<file path="config.mk">
export PLATFORM = sky130hd
export DESIGN_NAME = staged_thermostat_with_setpoint_menu_top_flat
export DESIGN_NICKNAME = d
export VERILOG_FILES = /design/src/sv/thst_pkg.sv /design/src/sv/thst_req_if.sv /design/src/sv/thst_rsp_if.sv /design/src/sv/thst_in_reg.sv /design/src/sv/thst_core.sv /design/src/sv/thst_out_reg.sv /design/src/sv/staged_thermostat_with_setpoint_menu_top.sv /design/src/flat_wrapper.sv
export SDC_FILE = /design/constraint.sdc
export NUM_CORES = 1
export LEC_CHECK = 0
export BUFFER_PORTS_ARGS = -buffer_cell sky130_fd_sc_hd__buf_2
export CAP_MARGIN = 15
export CORE_AREA = 2 2 192 194
export CTS_BUF_LIST = sky130_fd_sc_hd__clkbuf_8
export DETAILED_ROUTE_END_ITERATION = 7
export DIE_AREA = 0 0 194 196
export PLACE_DENSITY_LB_ADDON = 0.08
export SYNTH_ARGS = -nofsm -noshare
export SYNTH_HDL_FRONTEND = slang
export SYNTH_HIERARCHICAL = 1
export SYNTH_SLANG_ARGS = --single-unit
export TNS_END_PERCENT = 50
</file>
<file path="constraint.sdc">
create_clock -name clk -period 6.8 [get_ports clk]
set_input_delay 0.68 -clock clk [delete_from_list [all_inputs] [get_ports clk]]
set_output_delay 0.68 -clock clk [all_outputs]
set_load 0.005 [all_outputs]
</file>
<file path="src/sv/thst_pkg.sv">
`timescale 1ns / 1ps

package thst_pkg;

    localparam int MENU_ENTRIES = 5;
    localparam int MENU_W       = 3;
    localparam int SP_W         = 9;
    localparam int ADC_W        = 12;
    localparam int EV_W         = 3;

    localparam logic [SP_W-1:0] SETPOINT_MAX   = 9'd511;
    localparam logic [SP_W-1:0] TARGET_RESET   = 9'd32;
    localparam logic [SP_W-1:0] HIGH_RESET     = 9'd37;
    localparam logic [SP_W-1:0] LOW_RESET      = 9'd25;
    localparam logic [SP_W-1:0] TEMP_RESET     = 9'd34;
    localparam logic [8:0]      ADC_SCALE      = 9'd330;
    localparam int              ADC_SHIFT      = 12;
    localparam logic [5:0]      LAST_SEC_MIN   = 6'd59;
    localparam logic [4:0]      LAST_HOUR      = 5'd23;

    localparam logic [MENU_W-1:0] POS_TARGET = 3'd0;
    localparam logic [MENU_W-1:0] POS_HIGH   = 3'd1;
    localparam logic [MENU_W-1:0] POS_LOW    = 3'd2;

    typedef enum logic [EV_W-1:0] {
        EV_SAMPLE = 3'd0,
        EV_OK     = 3'd1,
        EV_UP     = 3'd2,
        EV_DOWN   = 3'd3,
        EV_TICK   = 3'd4
    } thst_event_t;

    typedef struct packed {
        logic [EV_W-1:0]  req_type;
        logic [ADC_W-1:0] adc_sample;
    } thst_req_t;

    typedef struct packed {
        logic [1:0]        cooling_level;
        logic [1:0]        heating_level;
        logic              alarm_on;
        logic              beep;
        logic              editing;
        logic [MENU_W-1:0] menu_item_index;
        logic [SP_W-1:0]   edited_value;
        logic [SP_W-1:0]   temperature;
        logic [4:0]        hours;
        logic [5:0]        minutes;
        logic [5:0]        seconds;
    } thst_rsp_t;

endpackage

</file>
<file path="src/sv/thst_req_if.sv">
`timescale 1ns / 1ps

interface thst_req_if;
    import thst_pkg::*;

    logic             valid;
    logic             ready;
    logic [EV_W-1:0]  req_type;
    logic [ADC_W-1:0] adc_sample;

    modport source (output valid, output req_type, output adc_sample, input ready);
    modport sink (input valid, input req_type, input adc_sample, output ready);
endinterface

</file>
<file path="src/sv/thst_rsp_if.sv">
`timescale 1ns / 1ps

interface thst_rsp_if;
    import thst_pkg::*;

    logic              valid;
    logic              ready;
    logic [1:0]        cooling_level;
    logic [1:0]        heating_level;
    logic              alarm_on;
    logic              beep;
    logic              editing;
    logic [MENU_W-1:0] menu_item_index;
    logic [SP_W-1:0]   edited_value;
    logic [SP_W-1:0]   temperature;
    logic [4:0]        hours;
    logic [5:0]        minutes;
    logic [5:0]        seconds;

    modport source (
        output valid, output cooling_level, output heating_level, output alarm_on,
        output beep, output editing, output menu_item_index, output edited_value,
        output temperature, output hours, output minutes, output seconds,
        input ready
    );
    modport sink (
        input valid, input cooling_level, input heating_level, input alarm_on,
        input beep, input editing, input menu_item_index, input edited_value,
        input temperature, input hours, input minutes, input seconds,
        output ready
    );
endinterface

</file>
<file path="src/sv/thst_in_reg.sv">
`timescale 1ns / 1ps

module thst_in_reg (
    input  logic              clk,
    input  logic              rst_n,
    input  logic              in_valid,
    output logic              in_ready,
    input  thst_pkg::thst_req_t in_item,
    input  logic              advance,
    output logic              held_valid,
    output thst_pkg::thst_req_t held_item
);
    import thst_pkg::*;

    logic      valid_reg;
    logic      valid_next;
    thst_req_t item_reg;

    // A held beat leaves on advance, so a new beat may enter in the same cycle.
    assign in_ready = !valid_reg || advance;

    always_comb
    begin
        if (in_valid && in_ready)
        begin
            valid_next = 1'b1;
        end
        else if (advance)
        begin
            valid_next = 1'b0;
        end
        else
        begin
            valid_next = valid_reg;
        end
    end

    always_ff @(posedge clk or negedge rst_n)
    begin
        if (!rst_n)
        begin
            valid_reg <= 1'b0;
        end
        else
        begin
            valid_reg <= valid_next;
        end
    end

    always_ff @(posedge clk)
    begin
        if (in_valid && in_ready)
        begin
            item_reg <= in_item;
        end
    end

    assign held_valid = valid_reg;
    assign held_item  = item_reg;
endmodule

</file>
<file path="src/sv/thst_core.sv">
`timescale 1ns / 1ps

module thst_core (
    input  logic                clk,
    input  logic                rst_n,
    input  logic                advance,
    input  thst_pkg::thst_req_t item,
    output thst_pkg::thst_rsp_t result
);
    import thst_pkg::*;

    logic              edit_mode_reg, edit_mode_next;
    logic [MENU_W-1:0] menu_pos_reg, menu_pos_next;
    logic [SP_W-1:0]   target_reg, target_next;
    logic [SP_W-1:0]   high_reg, high_next;
    logic [SP_W-1:0]   low_reg, low_next;
    logic [1:0]        cool_reg, cool_next;
    logic [1:0]        heat_reg, heat_next;
    logic [SP_W-1:0]   temp_reg, temp_next;
    logic [5:0]        sec_reg, sec_next;
    logic [5:0]        min_reg, min_next;
    logic [4:0]        hour_reg, hour_next;

    logic                    beep;
    logic [ADC_W+8:0]        product;
    logic [SP_W-1:0]         sample_temp;
    logic signed [SP_W+1:0]  diff;
    logic [MENU_W:0]         pos_inc;
    logic [SP_W-1:0]         sel_value;
    logic [SP_W-1:0]         sel_next_value;
    thst_event_t             ev;

    assign ev          = thst_event_t'(item.req_type);
    assign product     = (ADC_W+9)'(item.adc_sample) * (ADC_W+9)'(ADC_SCALE);
    assign sample_temp = product[ADC_SHIFT+SP_W-1:ADC_SHIFT];
    assign diff        = $signed({2'b00, sample_temp}) - $signed({2'b00, target_reg});
    assign pos_inc     = {1'b0, menu_pos_reg} + 1'b1;

    always_comb
    begin
        unique case (menu_pos_reg)
            POS_TARGET: sel_value = target_reg;
            POS_HIGH:   sel_value = high_reg;
            POS_LOW:    sel_value = low_reg;
            default:    sel_value = '0;
        endcase
    end

    always_comb
    begin
        edit_mode_next = edit_mode_reg;
        menu_pos_next  = menu_pos_reg;
        target_next    = target_reg;
        high_next      = high_reg;
        low_next       = low_reg;
        cool_next      = cool_reg;
        heat_next      = heat_reg;
        temp_next      = temp_reg;
        sec_next       = sec_reg;
        min_next       = min_reg;
        hour_next      = hour_reg;
        beep           = 1'b0;
        sel_next_value = sel_value;

        unique case (ev)
            EV_SAMPLE:
            begin
                temp_next = sample_temp;
                priority if (diff >= 11'sd3)
                begin
                    cool_next = 2'd2;
                    heat_next = 2'd0;
                end
                else if (diff >= 11'sd1)
                begin
                    cool_next = 2'd1;
                    heat_next = 2'd0;
                end
                else if (diff <= -11'sd3)
                begin
                    cool_next = 2'd0;
                    heat_next = 2'd2;
                end
                else if (diff <= -11'sd1)
                begin
                    cool_next = 2'd0;
                    heat_next = 2'd1;
                end
            end
            EV_OK:
            begin
                beep           = 1'b1;
                edit_mode_next = !edit_mode_reg;
            end
            EV_UP:
            begin
                beep = 1'b1;
                if (!edit_mode_reg)
                begin
                    menu_pos_next = (pos_inc >= (MENU_W+1)'(MENU_ENTRIES)) ? '0
                                                                           : pos_inc[MENU_W-1:0];
                end
                else if (sel_value < SETPOINT_MAX)
                begin
                    sel_next_value = sel_value + 1'b1;
                end
            end
            EV_DOWN:
            begin
                if (!edit_mode_reg)
                begin
                    beep          = 1'b1;
                    menu_pos_next = (menu_pos_reg == '0) ? MENU_W'(MENU_ENTRIES - 1)
                                                         : menu_pos_reg - 1'b1;
                end
                else if (sel_value != '0)
                begin
                    sel_next_value = sel_value - 1'b1;
                end
            end
            EV_TICK:
            begin
                if (sec_reg >= LAST_SEC_MIN)
                begin
                    sec_next = '0;
                    if (min_reg >= LAST_SEC_MIN)
                    begin
                        min_next  = '0;
                        hour_next = (hour_reg >= LAST_HOUR) ? '0 : hour_reg + 1'b1;
                    end
                    else
                    begin
                        min_next = min_reg + 1'b1;
                    end
                end
                else
                begin
                    sec_next = sec_reg + 1'b1;
                end
            end
            default:
            begin
            end
        endcase

        // Entries past the three setpoints have a zero value and nothing to write back.
        unique case (menu_pos_reg)
            POS_TARGET: target_next = sel_next_value;
            POS_HIGH:   high_next   = sel_next_value;
            POS_LOW:    low_next    = sel_next_value;
            default:
            begin
            end
        endcase
    end

    always_comb
    begin
        result.cooling_level   = cool_next;
        result.heating_level   = heat_next;
        result.alarm_on        = (temp_next > high_next) || (temp_next < low_next);
        result.beep            = beep;
        result.editing         = edit_mode_next;
        result.menu_item_index = menu_pos_next;
        unique case (menu_pos_next)
            POS_TARGET: result.edited_value = target_next;
            POS_HIGH:   result.edited_value = high_next;
            POS_LOW:    result.edited_value = low_next;
            default:    result.edited_value = '0;
        endcase
        result.temperature     = temp_next;
        result.hours           = hour_next;
        result.minutes         = min_next;
        result.seconds         = sec_next;
    end

    always_ff @(posedge clk or negedge rst_n)
    begin
        if (!rst_n)
        begin
            edit_mode_reg <= 1'b0;
            menu_pos_reg  <= '0;
            target_reg    <= TARGET_RESET;
            high_reg      <= HIGH_RESET;
            low_reg       <= LOW_RESET;
            cool_reg      <= '0;
            heat_reg      <= '0;
            temp_reg      <= TEMP_RESET;
            sec_reg       <= '0;
            min_reg       <= '0;
            hour_reg      <= '0;
        end
        else if (advance)
        begin
            edit_mode_reg <= edit_mode_next;
            menu_pos_reg  <= menu_pos_next;
            target_reg    <= target_next;
            high_reg      <= high_next;
            low_reg       <= low_next;
            cool_reg      <= cool_next;
            heat_reg      <= heat_next;
            temp_reg      <= temp_next;
            sec_reg       <= sec_next;
            min_reg       <= min_next;
            hour_reg      <= hour_next;
        end
    end

    a_menu_in_range: assert property (@(posedge clk) disable iff (!rst_n)
        menu_pos_reg < MENU_W'(MENU_ENTRIES))
        else $error("menu position outside the menu");

    a_ok_toggles: assert property (@(posedge clk) disable iff (!rst_n)
        advance && ev == EV_OK |=> edit_mode_reg != $past(edit_mode_reg))
        else $error("ok key did not toggle the edit layer");

    a_sec_wrap: assert property (@(posedge clk) disable iff (!rst_n)
        advance && ev == EV_TICK && sec_reg == LAST_SEC_MIN |=> sec_reg == '0)
        else $error("seconds did not wrap");

    a_state_holds: assert property (@(posedge clk) disable iff (!rst_n)
        !advance |=> $stable(target_reg) && $stable(sec_reg) && $stable(menu_pos_reg))
        else $error("state changed without an event");
endmodule

</file>
<file path="src/sv/thst_out_reg.sv">
`timescale 1ns / 1ps

module thst_out_reg (
    input  logic                clk,
    input  logic                rst_n,
    input  logic                load_valid,
    output logic                advance,
    input  thst_pkg::thst_rsp_t load_item,
    output logic                out_valid,
    input  logic                out_ready,
    output thst_pkg::thst_rsp_t out_item
);
    import thst_pkg::*;

    logic      valid_reg;
    logic      valid_next;
    thst_rsp_t item_reg;

    assign advance = load_valid && (!valid_reg || out_ready);

    always_comb
    begin
        if (advance)
        begin
            valid_next = 1'b1;
        end
        else if (out_ready)
        begin
            valid_next = 1'b0;
        end
        else
        begin
            valid_next = valid_reg;
        end
    end

    always_ff @(posedge clk or negedge rst_n)
    begin
        if (!rst_n)
        begin
            valid_reg <= 1'b0;
        end
        else
        begin
            valid_reg <= valid_next;
        end
    end

    always_ff @(posedge clk)
    begin
        if (advance)
        begin
            item_reg <= load_item;
        end
    end

    assign out_valid = valid_reg;
    assign out_item  = item_reg;
endmodule

</file>
<file path="src/sv/staged_thermostat_with_setpoint_menu_top.sv">
`timescale 1ns / 1ps

// An accepted beat is held in the input register; its result is loaded into the result
// register when that register can take it, and is offered on rsp from there.
// Throughput: one event per cycle; the input register feeds the state update and the
// result register in the same cycle, so the pipeline never bubbles without backpressure.
// Reset (rst_n low, asynchronous) empties both registers and restores the setpoints,
// stages, temperature and clock to their power-up values.
module staged_thermostat_with_setpoint_menu_top (
    input  logic              clk,
    input  logic              rst_n,
    thst_req_if.sink          req,
    thst_rsp_if.source        rsp
);
    import thst_pkg::*;

    thst_req_t in_item;
    thst_req_t held_item;
    thst_rsp_t core_result;
    thst_rsp_t out_item;
    logic      held_valid;
    logic      advance;

    assign in_item.req_type   = req.req_type;
    assign in_item.adc_sample = req.adc_sample;

    thst_in_reg u_in_reg (
        .clk        (clk),
        .rst_n      (rst_n),
        .in_valid   (req.valid),
        .in_ready   (req.ready),
        .in_item    (in_item),
        .advance    (advance),
        .held_valid (held_valid),
        .held_item  (held_item)
    );

    thst_core u_core (
        .clk     (clk),
        .rst_n   (rst_n),
        .advance (advance),
        .item    (held_item),
        .result  (core_result)
    );

    thst_out_reg u_out_reg (
        .clk        (clk),
        .rst_n      (rst_n),
        .load_valid (held_valid),
        .advance    (advance),
        .load_item  (core_result),
        .out_valid  (rsp.valid),
        .out_ready  (rsp.ready),
        .out_item   (out_item)
    );

    assign rsp.cooling_level   = out_item.cooling_level;
    assign rsp.heating_level   = out_item.heating_level;
    assign rsp.alarm_on        = out_item.alarm_on;
    assign rsp.beep            = out_item.beep;
    assign rsp.editing         = out_item.editing;
    assign rsp.menu_item_index = out_item.menu_item_index;
    assign rsp.edited_value    = out_item.edited_value;
    assign rsp.temperature     = out_item.temperature;
    assign rsp.hours           = out_item.hours;
    assign rsp.minutes         = out_item.minutes;
    assign rsp.seconds         = out_item.seconds;
endmodule
</file>
<file path="src/flat_wrapper.sv">
// flat-port wrapper written by rule: the top's interface ports become plain ports
module staged_thermostat_with_setpoint_menu_top_flat import thst_pkg::*;
  (clk, rst_n, req_valid, req_req_type, req_adc_sample, req_ready, rsp_valid, rsp_cooling_level, rsp_heating_level, rsp_alarm_on, rsp_beep, rsp_editing, rsp_menu_item_index, rsp_edited_value, rsp_temperature, rsp_hours, rsp_minutes, rsp_seconds, rsp_ready);
  thst_req_if req_i ();
  thst_rsp_if rsp_i ();
  input  logic clk;
  input  logic rst_n;
  input wire logic [$bits(req_i.valid)-1:0] req_valid;
  input wire logic [$bits(req_i.req_type)-1:0] req_req_type;
  input wire logic [$bits(req_i.adc_sample)-1:0] req_adc_sample;
  output wire logic [$bits(req_i.ready)-1:0] req_ready;
  output wire logic [$bits(rsp_i.valid)-1:0] rsp_valid;
  output wire logic [$bits(rsp_i.cooling_level)-1:0] rsp_cooling_level;
  output wire logic [$bits(rsp_i.heating_level)-1:0] rsp_heating_level;
  output wire logic [$bits(rsp_i.alarm_on)-1:0] rsp_alarm_on;
  output wire logic [$bits(rsp_i.beep)-1:0] rsp_beep;
  output wire logic [$bits(rsp_i.editing)-1:0] rsp_editing;
  output wire logic [$bits(rsp_i.menu_item_index)-1:0] rsp_menu_item_index;
  output wire logic [$bits(rsp_i.edited_value)-1:0] rsp_edited_value;
  output wire logic [$bits(rsp_i.temperature)-1:0] rsp_temperature;
  output wire logic [$bits(rsp_i.hours)-1:0] rsp_hours;
  output wire logic [$bits(rsp_i.minutes)-1:0] rsp_minutes;
  output wire logic [$bits(rsp_i.seconds)-1:0] rsp_seconds;
  input wire logic [$bits(rsp_i.ready)-1:0] rsp_ready;
  assign req_i.valid = req_valid;
  assign req_i.req_type = req_req_type;
  assign req_i.adc_sample = req_adc_sample;
  assign req_ready = req_i.ready;
  assign rsp_valid = rsp_i.valid;
  assign rsp_cooling_level = rsp_i.cooling_level;
  assign rsp_heating_level = rsp_i.heating_level;
  assign rsp_alarm_on = rsp_i.alarm_on;
  assign rsp_beep = rsp_i.beep;
  assign rsp_editing = rsp_i.editing;
  assign rsp_menu_item_index = rsp_i.menu_item_index;
  assign rsp_edited_value = rsp_i.edited_value;
  assign rsp_temperature = rsp_i.temperature;
  assign rsp_hours = rsp_i.hours;
  assign rsp_minutes = rsp_i.minutes;
  assign rsp_seconds = rsp_i.seconds;
  assign rsp_i.ready = rsp_ready;
  staged_thermostat_with_setpoint_menu_top u_core (.clk(clk), .rst_n(rst_n), .req(req_i), .rsp(rsp_i));
endmodule
</file>
==> impl_metrics.json <==
{
  "grt_first_pass_wirelength_um": 40100,
  "cp_slowest_stage_delay_ns": 0.61,
  "io_pins": 66,
  "synthArstFlopShare_pct": 51.2,
  "cp-end-kind": "flip-flop",
  "holdCritPathClass": "in2reg",
  "pre_cts_ws_ns": 0.313,
  "start_util_pct": 23.8,
  "cts_max_path_buffers": 2,
  "n_antenna_cell": 0,
  "leakage_nw": 4.25,
  "yosys.area_share.simple_pct": 14.8,
  "gp_congestion": 0.762,
  "vias_per_cell": 4.71,
  "synth-seq-area-share_pct": 39.5,
  "cp_cell_sequence": "ha_1 -> inv_1 -> fa_1 -> inv_1 -> fa_1 -> ha_1 -> ha_1 -> a21o_1 -> a21o_1 -> o32ai_2 -> o21ai_0 -> or2_2 -> xnor2_1 -> inv_1 -> ha_1 -> or2_2 -> a21oi_1 -> a31oi_1 -> nor3_1 -> a21oi_1 -> or4_1 -> a21oi_1 -> o31ai_1",
  "finalCriticalPeriod_ns": 6.31,
  "synth_edf_count": 60,
  "synth_cells": 858,
  "ys.flop_type": "edfxtp_1",
  "syn_nets": 982,
  "tightest_slew_ns": 0.987,
  "grt_remaining_overflow": 0,
  "worstPathMaxFanout": 4,
  "clockRootBuffer": "clkbuf_8",
  "grt_max_degree": 64,
  "grt.total_usage_pct": 13.8,
  "area_growth_pct": 14.7,
  "synth_top_cell_by_area": "edfxtp_1",
  "crit_top_cell": "ha_1",
  "crit_path_top_delay_cell": "or4_1",
  "htreeDepth": 4,
  "firstDrtPassIters": 5,
  "setup-violations-final": 0,
  "drtAntennaViolNets": 0,
  "drc_errors": 0,
  "drive_gt1_share_pct": 18.7,
  "synthAdderAreaFrac_pct": 16.6,
  "cts_tree": "built",
  "worstPathArrival_ns": 6.54,
  "cts_sinks": 123,
  "ir_drop_uv": 163,
  "die_h_um": 196,
  "synth_xor_xnor_area_share_pct": 2.35,
  "cp-start-kind": "flip-flop",
  "dpl.hpwl_um": 19200,
  "wl_um": 25400,
  "fmax_mhz": 158,
  "nets": 1048,
  "finalMaxSlewViolations": 0,
  "stdcell_count": 1405,
  "largest_reg_flops": 45,
  "fp.dieW_um": 194,
  "yosys_warnings": 6,
  "ys_ff_latch": 123,
  "dieArea_mm2": 0.0380,
  "grt_pass1_vias": 6757,
  "finalHoldViolations": 0,
  "setup_slack_ns": 0.488,
  "vias": 6620,
  "yosysTopAreaCellShare_pct": 21.0,
  "maxSlewHeadroom_pct": 34.2,
  "synth_top_family_by_area": "adder cells",
  "tns_ns": 0,
  "finalCritPeriodShare_pct": 92.8,
  "worstSetupPathType": "reg2reg",
  "core-area_mm2": 0.0361,
  "status": "complete, no violations",
  "dp_cells": 1373,
  "post_drt_wl_per_cell_um": 18.1,
  "clock_latency_ns": 0.50,
  "path_clk_slew_ns": 0.08,
  "drtIter0Drc": 354,
  "skew_ns": 0.0152,
  "power_density_mw_per_mm2": 474,
  "io_buffers": 65,
  "rows": 70,
  "netlist_top_cells_area": "edfxtp_1 (21%), dfrtp_1 (16%), ha_1 (13%), mux2_2 (4.1%), nand2_1 (3.7%)",
  "synth.distinct_cells": 77,
  "synthMuxAreaShare_pct": 6.07,
  "crit_required_ns": 7.02,
  "avgSynthCellArea_um2": 9.99,
  "synth-compound-area-share_pct": 16.4,
  "antenna_found_initial": 0,
  "cts_made_buffers": 17,
  "maxCapViolCount": 0,
  "netlist_area_mm2": 0.00857,
  "rsz0062_at_grt": "no",
  "cts_setup_buffers": 0
}
-- timing repair --
item                       in CTS  in global routing
hold buffers                    0                  0
gates resized for setup         0                  1
setup endpoints to repair       0                  6
-- Yosys cell counts, types with 8 or more instances --
library cell / instances
nand4_1: 11
clkbuf_1: 22
nand2_1: 84
dfstp_2: 9
o211ai_1: 8
nor3_1: 16
inv_1: 56
nand3_1: 13
o31ai_1: 10
nor2_1: 54
a21o_1: 15
mux2i_1: 16
xnor2_1: 13
a31oi_1: 10
mux2_2: 31
a21oi_1: 44
and3_1: 8
ha_1: 91
dfrtp_1: 54
fa_1: 14
nand2b_1: 12
o21a_1: 9
edfxtp_1: 60
nor2b_1: 11
xor2_1: 10
o21ai_0: 56
-- stage by stage --
| step | instance area [µm²] | hold WS, ns | power [mW] | util [%] |
|---|---|---|---|---|
| floorplan | 8570 | 0.384 | 3.12 | - |
| global placement | 9470 | 0.465 | 4.07 | 26.2 |
| detailed placement | 9470 | 0.472 | 4.04 | 26.2 |
| CTS | 9820 | 0.320 | 4.72 | 27.2 |
| global route | 9830 | 0.322 | 5.10 | 27.2 |
| finish | 9830 | 0.363 | 4.66 | 27.2 |
-- layout make-up --
type,instances,area (µm²)
Clock buffer,17,234
Multi-Input combinational cell,643,4830
Inverter,57,214
Clock inverter,15,124
Timing Repair Buffer,82,453
Fill cell,3883,26300
Tap cell,468,586
Sequential cell,123,3390
-- power breakdown --
part           leakage [nW]  total [mW]  internal (mW)  switching, mW
logic                  2.71        2.78           1.09           1.69
clock network         0.176       0.633          0.262          0.371
registers              1.37        1.24           1.05          0.193
-- critical path, delay by kind of cell (launching register included) --
family / cells / cell delay [ns]
flops: 1 / 0.43
xor+xnor: 1 / 0.22
buf+inv: 3 / 0.18
fa+ha+maj: 6 / 2.23
compound gates: 9 / 1.58
simple gates: 4 / 1.44
-- cells by family after synthesis --
| logic type | Yosys count |
|---|---|
| flip-flops | 123 |
| AO/OA/AOI/OAI | 214 |
| AND/OR/NAND/NOR | 253 |
| multiplexers | 48 |
| XOR/XNOR | 23 |
| buffers and inverters | 92 |
| adder cells (fa/ha/maj) | 105 |
-- final timing paths --
kind	startpoint	slack [ns]	endpoint	cells after the start
setup / recovery	u_core/u_in_reg/held_item[3]$_DFFE_PP_	0.49	u_core/u_out_reg/out_item[44]$_DFFE_PP_	23
hold / removal	req_req_type[0]	0.36	u_core/u_in_reg/held_item[12]$_DFFE_PP_	1
setup reg to reg	u_core/u_in_reg/held_item[3]$_DFFE_PP_	0.49	u_core/u_out_reg/out_item[44]$_DFFE_PP_	23
hold reg to reg	u_core/u_core/temp_reg[6]$_DFFE_PN0P_	0.49	u_core/u_core/temp_reg[6]$_DFFE_PN0P_	2
max in group asynchronous	rst_n	5.76	u_core/u_core/temp_reg[6]$_DFFE_PN0P_	2
min in group asynchronous	rst_n	0.41	u_core/u_core/menu_pos_reg[1]$_DFFE_PN0P_	2
-- routing by layer --
layer | global-route usage, % | up-vias | part of all wire, %
met1 | 17.7 | 3196 | 47
met4 | 4.01 | 0 | 1.6
li1 | - | 3283 | -
met3 | 2.80 | 23 | 2.8
met2 | 23.6 | 118 | 48
met5 | 0 | - | 0
-- layout by cell type (no fill, tap or decap), types with 15 or more instances in the layout --
cell type  Yosys  final
o21ai_0       56     56
buf_2          6     65
a21o_1        15     15
nor3_1        16     16
clkbuf_8       0     17
buf_4          2     17
dfrtp_1       54     54
a21oi_1       44     44
nand2_1       84     84
nor2_1        54     54
inv_1         56     56
mux2i_1       16     16
ha_1          91     91
edfxtp_1      60     60
mux2_2        31     31
No activity file was read; power rests on OpenSTA's default activity.
